<file path="src/sv/ihcc_pkg.sv">
// shared types and constants for the ipv4 header check and classify block
package ihcc_pkg;

	// default header length in bytes
	localparam int HeaderBytesDefault = 20;

	// header offsets of interest
	localparam int VersionPos = 0;
	localparam int ProtoPos   = 9;
	localparam int CksumHiPos = 10;
	localparam int CksumLoPos = 11;

	// one's-complement sum start value and fold constant
	localparam logic [16:0] SumInit = 17'h0ffff;
	localparam logic [17:0] SumFold = 18'h0ffff;

	// reset value of the expected version/length byte
	localparam logic [7:0] VersionByteReset = 8'h45;

	// protocol numbers
	localparam logic [7:0] ProtoTcp  = 8'd6;
	localparam logic [7:0] ProtoUdp  = 8'd17;
	localparam logic [7:0] ProtoIcmp = 8'd1;

	// verdict codes
	typedef enum logic [2:0] {
		VERDICT_BAD_VERSION = 3'd0,
		VERDICT_BAD_CKSUM   = 3'd1,
		VERDICT_TCP         = 3'd2,
		VERDICT_UDP         = 3'd3,
		VERDICT_ICMP        = 3'd4,
		VERDICT_OTHER       = 3'd5
	} verdict_t;

	// header summary handed from the accumulator to the classifier
	typedef struct packed {
		logic        last;
		logic [7:0]  version;
		logic [7:0]  protocol;
		logic [15:0] rx_cksum;
		logic [15:0] computed;
	} hdr_sum_t;

endpackage

</file>
<file path="src/sv/ihcc_accum.sv">
// per-byte header state: position, one's-complement sum and captured fields
module ihcc_accum #(
	parameter int HEADER_BYTES = ihcc_pkg::HeaderBytesDefault
) (
	input  logic             clk,
	input  logic             arst_n,
	input  logic             en,
	input  logic [7:0]       header_byte,
	input  logic             start_req,
	output ihcc_pkg::hdr_sum_t summary
);
	import ihcc_pkg::*;

	localparam int PosW = $clog2(HEADER_BYTES + 1);

	logic [PosW-1:0] pos_q;
	logic [16:0]     sum_q;
	logic [7:0]      latch_q;
	logic [7:0]      version_q;
	logic [7:0]      proto_q;
	logic [15:0]     rx_q;

	logic [PosW-1:0] pos_eff;
	logic [16:0]     sum_base;
	logic [7:0]      proto_base;
	logic [15:0]     rx_base;
	logic            active;
	logic            last;
	logic            is_cksum;
	logic [7:0]      counted;
	logic            do_add;
	logic [15:0]     word;
	logic [17:0]     sum_wide;
	logic [17:0]     sum_fold;
	logic [16:0]     sum_next;
	logic [7:0]      latch_next;
	logic [7:0]      version_next;
	logic [7:0]      proto_next;
	logic [15:0]     rx_next;

	// a start byte restarts the header from a clean state
	always_comb begin
		pos_eff    = start_req ? '0 : pos_q;
		sum_base   = start_req ? SumInit : sum_q;
		proto_base = start_req ? 8'h00 : proto_q;
		rx_base    = start_req ? 16'h0000 : rx_q;
		active     = pos_eff < PosW'(HEADER_BYTES);
		last       = pos_eff == PosW'(HEADER_BYTES - 1);
	end

	// field capture and checksum word assembly
	always_comb begin
		is_cksum = (pos_eff == PosW'(CksumHiPos)) || (pos_eff == PosW'(CksumLoPos));
		counted  = is_cksum ? 8'h00 : header_byte;

		version_next = (pos_eff == PosW'(VersionPos)) ? header_byte : version_q;
		proto_next   = (pos_eff == PosW'(ProtoPos)) ? header_byte : proto_base;
		rx_next      = rx_base;
		if (pos_eff == PosW'(CksumHiPos)) begin
			rx_next[15:8] = header_byte;
		end
		if (pos_eff == PosW'(CksumLoPos)) begin
			rx_next[7:0] = header_byte;
		end

		if (!pos_eff[0]) begin
			latch_next = counted;
			word       = {counted, 8'h00};
			do_add     = last;
		end else begin
			latch_next = latch_q;
			word       = {latch_q, counted};
			do_add     = 1'b1;
		end
	end

	// end-around carry add
	always_comb begin
		sum_wide = {1'b0, sum_base} + {2'b00, word};
		sum_fold = (sum_wide > SumFold) ? (sum_wide - SumFold) : sum_wide;
		sum_next = do_add ? sum_fold[16:0] : sum_base;
	end

	// summary of the header as it stands after this byte
	always_comb begin
		summary.last     = active && last;
		summary.version  = version_next;
		summary.protocol = proto_next;
		summary.rx_cksum = rx_next;
		summary.computed = ~sum_next[15:0];
	end

	// state registers
	always_ff @(posedge clk or negedge arst_n) begin
		if (!arst_n) begin
			pos_q     <= PosW'(HEADER_BYTES);
			sum_q     <= SumInit;
			latch_q   <= 8'h00;
			version_q <= 8'h00;
			proto_q   <= 8'h00;
			rx_q      <= 16'h0000;
		end else if (en && (start_req || active)) begin
			if (active) begin
				pos_q     <= pos_eff + 1'b1;
				sum_q     <= sum_next;
				latch_q   <= latch_next;
				version_q <= version_next;
				proto_q   <= proto_next;
				rx_q      <= rx_next;
			end
		end
	end

endmodule

</file>
<file path="src/sv/ihcc_classify.sv">
// verdict from the finished header summary
module ihcc_classify (
	input  ihcc_pkg::hdr_sum_t summary,
	input  logic [7:0]         expected_version,
	output ihcc_pkg::verdict_t verdict
);
	import ihcc_pkg::*;

	// version first, then checksum, then protocol
	always_comb begin
		if (summary.version != expected_version) begin
			verdict = VERDICT_BAD_VERSION;
		end else if (summary.rx_cksum != summary.computed) begin
			verdict = VERDICT_BAD_CKSUM;
		end else if (summary.protocol == ProtoTcp) begin
			verdict = VERDICT_TCP;
		end else if (summary.protocol == ProtoUdp) begin
			verdict = VERDICT_UDP;
		end else if (summary.protocol == ProtoIcmp) begin
			verdict = VERDICT_ICMP;
		end else begin
			verdict = VERDICT_OTHER;
		end
	end

endmodule

</file>
<file path="src/sv/ipv4_header_check_classify.sv">
// top level: input register, header accumulator, classifier and result register
//
// Usage:
//   Packet bytes enter on the s_ stream one per transaction, network order,
//   with s_tuser high on the first header byte. The first HEADER_BYTES bytes
//   after a start are summed and checked; later bytes are dropped silently.
//   A start byte in the middle of a header abandons that header with no result.
//   After the last header byte one result leaves on the m_ stream: verdict,
//   protocol byte and the computed header checksum.
//   cfg_data sets the required version/length byte; write it while idle.
//   Throughput is one byte per cycle while m_ is not stalled. The result of a
//   header reaches m_ through the input register, then through the sum
//   update and classifier into the result register.
//   When m_tready is low with a result waiting, both stages hold and s_tready
//   drops once the input register is also full.
//   Reset clears all valids, leaves the block idle (bytes are payload until a
//   start) and sets the expected version byte to 0x45.
module ipv4_header_check_classify #(
	parameter int HEADER_BYTES = ihcc_pkg::HeaderBytesDefault
) (
	input  logic        clk,
	input  logic        arst_n,
	// input stream
	input  logic        s_tvalid,
	output logic        s_tready,
	input  logic [7:0]  s_tdata,   // [7:0] header_byte
	input  logic        s_tuser,   // [0] start_req
	// result stream
	output logic        m_tvalid,
	input  logic        m_tready,
	output logic [31:0] m_tdata,   // [2:0] verdict, [10:3] protocol_number,
	                               // [26:11] computed_checksum, [31:27] zero
	// configuration write
	input  logic        cfg_valid,
	output logic        cfg_ready,
	input  logic [7:0]  cfg_data
);
	import ihcc_pkg::*;

	logic        valid_s1;
	logic [7:0]  byte_s1;
	logic        start_s1;
	logic        advance;
	logic        proc;
	logic [7:0]  expected_version_q;
	hdr_sum_t    summary;
	verdict_t    verdict;
	logic        out_valid_q;
	verdict_t    verdict_q;
	logic [7:0]  proto_q;
	logic [15:0] computed_q;

	// stall only when a result waits and the receiver holds it
	assign advance   = !out_valid_q || m_tready;
	assign s_tready  = !valid_s1 || advance;
	assign proc      = valid_s1 && advance;
	assign cfg_ready = 1'b1;

	// configuration register
	always_ff @(posedge clk or negedge arst_n) begin
		if (!arst_n) begin
			expected_version_q <= VersionByteReset;
		end else if (cfg_valid) begin
			expected_version_q <= cfg_data;
		end
	end

	// input register
	always_ff @(posedge clk or negedge arst_n) begin
		if (!arst_n) begin
			valid_s1 <= 1'b0;
		end else if (s_tready) begin
			valid_s1 <= s_tvalid;
		end
	end

	always_ff @(posedge clk) begin
		if (s_tready && s_tvalid) begin
			byte_s1  <= s_tdata;
			start_s1 <= s_tuser;
		end
	end

	ihcc_accum #(
		.HEADER_BYTES(HEADER_BYTES)
	) u_accum (
		.clk        (clk),
		.arst_n     (arst_n),
		.en         (proc),
		.header_byte(byte_s1),
		.start_req  (start_s1),
		.summary    (summary)
	);

	ihcc_classify u_classify (
		.summary         (summary),
		.expected_version(expected_version_q),
		.verdict         (verdict)
	);

	// result register
	always_ff @(posedge clk or negedge arst_n) begin
		if (!arst_n) begin
			out_valid_q <= 1'b0;
		end else if (advance) begin
			out_valid_q <= proc && summary.last;
		end
	end

	always_ff @(posedge clk) begin
		if (proc && summary.last) begin
			verdict_q  <= verdict;
			proto_q    <= summary.protocol;
			computed_q <= summary.computed;
		end
	end

	assign m_tvalid = out_valid_q;
	assign m_tdata  = {5'b00000, computed_q, proto_q, verdict_q};

endmodule
</file>
<file path="config.mk">
export PLATFORM = sky130hd
export DESIGN_NAME = ipv4_header_check_classify
export DESIGN_NICKNAME = d
export VERILOG_FILES = /design/src/sv/ihcc_pkg.sv /design/src/sv/ihcc_accum.sv /design/src/sv/ihcc_classify.sv /design/src/sv/ipv4_header_check_classify.sv
export SDC_FILE = /design/constraint.sdc
export NUM_CORES = 1
export LEC_CHECK = 0
export BUFFER_PORTS_ARGS = -buffer_cell sky130_fd_sc_hd__buf_2
export CAP_MARGIN = 20
export CORE_MARGIN = 3
export CORE_UTILIZATION = 55
export CTS_CLUSTER_DIAMETER = 150
export DETAILED_ROUTE_END_ITERATION = 12
export PLACE_DENSITY = 0.88
export SLEW_MARGIN = 10
export SYNTH_ARGS = -nofsm -noshare
export SYNTH_HDL_FRONTEND = slang
export SYNTH_SLANG_ARGS = --single-unit
</file>
<file path="constraint.sdc">
create_clock -name clk -period 6.9 [get_ports clk]
set_clock_uncertainty 0.15 [all_clocks]
set_input_delay 0.345 -clock clk [delete_from_list [all_inputs] [get_ports clk]]
set_output_delay 0.345 -clock clk [all_outputs]
set_load 0.005 [all_outputs]
</file>
Yosys cells after proc, flatten, opt, wreduce, memory -nomap -nowiden:

Cells that the tools add are included.

* register bits after elaboration: 108
* input bits: 22
* output and inout port bits: 35

* add/subtract/negate cells: 3
* magnitude comparators: 2
* eq/ne operators: 9
* mux-type cells: 17
* bitwise logic cells: 2
* reduce and logical (&&, ||, !) cells: 16

Operator list (count)
* 17-bit two-way mux: 3
* 8-bit two-way mux: 6
* 16-bit two-way mux: 2
* 17-bit by 16-bit adder with 18-bit output: 1
* 18-bit by 16-bit > comparator with 1-bit output (second input constant): 1
* 17-bit by 16-bit subtractor with 17-bit output (second input constant): 1
* 16-bit != test: 1
* 16-bit inverter: 1
* 5-bit by 4-bit equality test with 1-bit output (second input constant): 3
* 8-bit by 1-bit equality test with 1-bit output (second input constant): 1
* 8-bit by 3-bit equality test with 1-bit output (second input constant): 1
* 8-bit by 5-bit equality test with 1-bit output (second input constant): 1
* 8-bit != test: 1
* 5-bit by 1-bit adder with 5-bit output (second input constant): 1
* 5-bit equality test (second input constant): 1
* 1-bit logical AND: 5
* 5-bit zero test: 1
* 5-bit less-than comparator (second input constant): 1
* 5-bit two-way mux: 1
* 1-bit logical OR: 4
* 2-bit two-way mux: 2
* 4-bit OR reduction: 1
* 1-bit two-way mux: 3
* 3-bit AND reduction: 1
* 4 further kinds: 5

Depth between registers and ports, before layout:

* depth after elaboration: 12
* mapped depth: 26

Hierarchy:

From an unflattened synthesis, not the netlist that was laid out.

* cells, all modules: 711
* area, all modules: 6718.9 um^2

Modules (own cells, without submodules)
* ihcc_accum: times used 1, cells an instance 597, area an instance 4793.3 um^2
* ipv4_header_check_classify: times used 1, cells an instance 71, area an instance 1565.3 um^2
* ihcc_classify: times used 1, cells an instance 43, area an instance 360.3 um^2

Worst setup path after synthesis:

Ideal clock, no wire load.

* path type: reg-to-reg
* start point: register start_s1
* end point: register verdict_q[2], data pin
* setup time: 169 ps
* data arrival time: 6076 ps
* required time: 6581 ps
* slack: 505 ps
* cell stages (with the launch flop): 25
* buffers on the path: 6
* clock period less this slack: 6395 ps
* cells stage by stage: edfxtp_1 -> clkbuf_1 -> clkbuf_1 -> clkbuf_1 -> clkbuf_1 -> nor2b_1 -> ha_1 -> nand4bb_1 -> clkbuf_1 -> nor2_1 -> nor2_1 -> clkbuf_1 -> and3_1 -> ha_1 -> fa_1 -> a211oi_1 -> nor2_1 -> a211o_1 -> nor3_2 -> nand3_1 -> or4_1 -> a31o_2 -> xnor2_1 -> or4_4 -> nor4b_2

RTL lines
* start, declared: line ipv4_header_check_classify.sv:42 `logic start_s1;`
* start signal, assigned: line ipv4_header_check_classify.sv:80 `start_s1 <= s_tuser;`
* end signal, assigned: line ipv4_header_check_classify.sv:112 `verdict_q <= verdict;`
* end, declared: line ipv4_header_check_classify.sv:49 `verdict_t verdict_q;`

==> out/results.tsv <==
stage	metric	value	unit
synthesis	synth_top_cells_by_count	113 x nand2_1, 73 x o21ai_0, 61 x nor2_1	
detailed_routing	drt_iter0_markers	843	
timing	relSlewSlack	0.391	
synthesis	synth.most_common_cell	nand2_1	
critical_path	cp.arrival	5.92	ns
cts	worstSkewPairLatency	0.35	ns
critical_path	path_class	reg2reg	
synthesis	synthAdderAreaFrac	0.0358	
critical_path	critPathCaptureType	register	
placed_design	gp_congestion	1.03	
timing	finalMaxSlewViolations	0	
floorplan	ios	57	
floorplan	start_util	0.566	
synthesis	avgSynthCellArea	8.95	um^2
global_route	grt_pass1_vias	6538	
power	leakage	0.00345	uW
cells_and_area	final_area	8220	um^2
synthesis	synth_top_family_by_area	simple AND/OR/NAND/NOR gates	
status	status	completed	
critical_path	r2r-end	verdict_q[2]$_SDFFCE_PP0P_	
worst_hold_path	min_path_cells	1	
timing	worst_slew_pin_slew	0.913	ns
critical_path	reg2reg_slack	1.01	ns
cells_and_area	syn_to_final_growth	8.84	%
synthesis	synth_ff_type	dfrtp_1	
detailed_routing	vias	6937	
cts	cts_buffer_depth	2	
placed_design	dpl_cell_area	7900	um^2
synthesis	synthSimpleGateAreaFrac	0.223	
synthesis	synth_xor_area_frac	0.0339	
synthesis	syn_inst	844	
worst_hold_path	min-delay-start	s_tdata[4]	
synthesis	ys_seq_elements	108	
timing	rsz0062_at_grt	false	
floorplan	die_area	15200	um^2
global_route	grt.total_usage	0.281	
cts	clk_root_buffer_cell	clkbuf_16	
synthesis	synth_top_area_frac	0.169	
cts	cts_made_buffers	9	
power	vdd_drop_max	0.173	mV
cells_and_area	drive_gt1_frac	0.192	
timing	tns	0	ns
detailed_routing	ant_nets	0	
cts	cts_tree	done	
cts	cts_hold_buffers	0	
critical_path	critical_path_required	6.94	ns
placed_design	port_buffers	50	
global_route	gr-total-overflow	0	
cts	clkTransAtPathRegs	0.08	ns
synthesis	post-synth-top-area-cell	dfrtp_1	
timing	final_hold_viol_count	0	
synthesis	ys_seq_area_frac	0.385	
placed_design	hpwl	15200	um
timing	fin_crit_sh	0.853	
detailed_routing	drc	0	
floorplan	die_h	123	um
synthesis	synthMuxAreaShare	0.0560	
detailed_routing	drt_pre_antenna_iters	7	
timing	finalSetupViolCount	0	
cts	h-tree-depth	3	
floorplan	die_x	123	um
timing	fin_crit	5.89	ns
power	p_total	2280	uW
cts	cts_sinks	108	
detailed_routing	viasPerCell	6.60	
critical_path	reg2reg_depth	19	
synthesis	synth_edf_count	36	
power	p_per_area	277	nW/um^2
cts	postCtsResizedCells	0	
critical_path	r2r-start	u_accum.pos_q[3]$_DFFE_PN0P_	
synthesis	synth.area.top_cells	dfrtp_1 17%, edfxtp_1 14%, dfstp_2 7.3%	
cts	post-cts-setup-buffers	0	
worst_hold_path	worstHoldEndpoint	byte_s1[4]$_DFFE_PP_	
critical_path	cp_max_fo	15	
worst_hold_path	hold_path_class	in2reg	
global_route	antenna_found_initial	0	
floorplan	fp-row-count	42	
floorplan	core	13300	um^2
synthesis	yosys_warnings	0	
synthesis	synthArstFlopShare	0.667	
critical_path	crit_path_start_kind	register	
detailed_routing	wl_per_cell	20.0	um
cells_and_area	layout.nets	913	
synthesis	synth.distinct_cells	98	
detailed_routing	drt_wl_total	21000	um
timing	fmax	0.170	GHz
job	drv_cap	0	
global_route	grt_pass1_wl	33300	um
synthesis	synth_compound_area_frac	0.221	
global_route	grt_max_degree	73	
synthesis	netlist_area	7560	um^2
cells_and_area	insertedDiodeCount	0	
[cell usage in the layout (no fill, tap or decap), types with 7 or more instances in the layout]
cell type  netlist  final
o2111ai_1       10     10
clkbuf_16        0      9
nand2_1        113    113
nor2_1          61     61
a22o_1          11     11
a31oi_1          9      9
xnor2_1         16     16
edfxtp_1        36     36
nand4_1          9      9
xor2_1           7      7
buf_2            9     50
mux2_2          18     18
dfstp_2         21     21
and3_1          17     17
or3_1            8      8
or2_2           20     20
dfrtp_1         51     51
nor4_1          14     14
mux2i_1         22     22
ha_1            20     20
and2_1          10     10
a21oi_1         38     38
buf_4            7     13
a211oi_1        13     13
nor2b_1         10     10
o21ai_0         73     73
inv_1           22     22
nand3_1         21     21
nor3_1          15     14
o31ai_1          7      7
[metrics by stage]
stage	setup WS (ns)	std cells	util	hold WS, ns
2_1_floorplan	0.505	848	-	-0.101
3_3_place_gp	1.23	1034	0.592	0.307
3_5_place_dp	1.10	1034	0.592	0.314
4_1_cts	1.08	1050	0.615	0.0131
5_1_grt	0.611	1051	0.616	0.00958
6_report	1.01	1051	0.616	0.0182
[how the worst max path moves through the flow]
stage	slack [ns]	from	cells after the start	to
global route	0.61	u_accum.pos_q[3]$_DFFE_PN0P_	18	verdict_q[2]$_SDFFCE_PP0P_
CTS	1.08	u_accum.pos_q[3]$_DFFE_PN0P_	19	verdict_q[2]$_SDFFCE_PP0P_
floorplan	0.51	start_s1$_DFFE_PP_	24	verdict_q[2]$_SDFFCE_PP0P_
global placement	1.23	u_accum.pos_q[3]$_DFFE_PN0P_	18	verdict_q[2]$_SDFFCE_PP0P_
detailed placement	1.10	u_accum.pos_q[3]$_DFFE_PN0P_	19	verdict_q[1]$_SDFFCE_PP0P_
finish	1.01	u_accum.pos_q[3]$_DFFE_PN0P_	19	verdict_q[2]$_SDFFCE_PP0P_
[worst max-delay path, cell delays in order (launching register included)]
cell and delay, ns:
dfrtp_1 0.47, or3b_2 0.49, nor2_1 0.12, buf_4 0.21, nor2_1 0.07, buf_4 0.19, and3_1 0.20, ha_1 0.25
fa_1 0.57, ha_1 0.28, nor2b_1 0.16, nand4_1 0.15, a211o_1 0.35, nor3_2 0.29, nand3_1 0.15, or4_1 0.49
a31o_2 0.30, xnor2_1 0.15, or4_4 0.44, nor4b_2 0.25
[state kept, by name (all words and copies together), names as in the netlist]
| name | flops |
|---|---|
| u_accum.sum_q | 17 |
| computed_q | 16 |
| u_accum.rx_q | 16 |
| byte_s1 | 8 |
| expected_version_q | 8 |
| proto_q | 8 |
| u_accum.latch_q | 8 |
| u_accum.proto_q | 8 |
| u_accum.version_q | 8 |
| u_accum.pos_q | 5 |
| verdict_q | 3 |
| m_tvalid | 1 |
| start_s1 | 1 |
| valid_s1 | 1 |
[final cells by class]
class	count	area, um^2
Fill cell	1127	5120
Multi-Input combinational cell	663	4330
Sequential cell	108	2910
Timing Repair Buffer	64	368
Clock buffer	10	229
Tap cell	176	220
Inverter	24	90.1
Clock inverter	6	75.1
[power by group]
group,internal (uW),switching (uW)
clock network,286,245
logic,347,586
registers,745,66.9
[cell families after synthesis]
| kind of cell | Yosys count |
|---|---|
| multiplexers | 40 |
| AND/OR/NAND/NOR | 331 |
| adder cells (fa/ha/maj) | 21 |
| flip-flops | 108 |
| buffers and inverters | 77 |
| AO/OA/AOI/OAI | 239 |
| XOR/XNOR | 26 |
| other | 2 |
[per-layer routing]
metal	global-route usage	vias up	wire [um]
li1	-	3156	-
met1	0.372	3279	8450
met2	0.429	398	9430
met3	0.0695	104	2070
met4	0.144	0	1080
met5	0	-	0
Note: power is estimated with default switching activity, not from simulation.
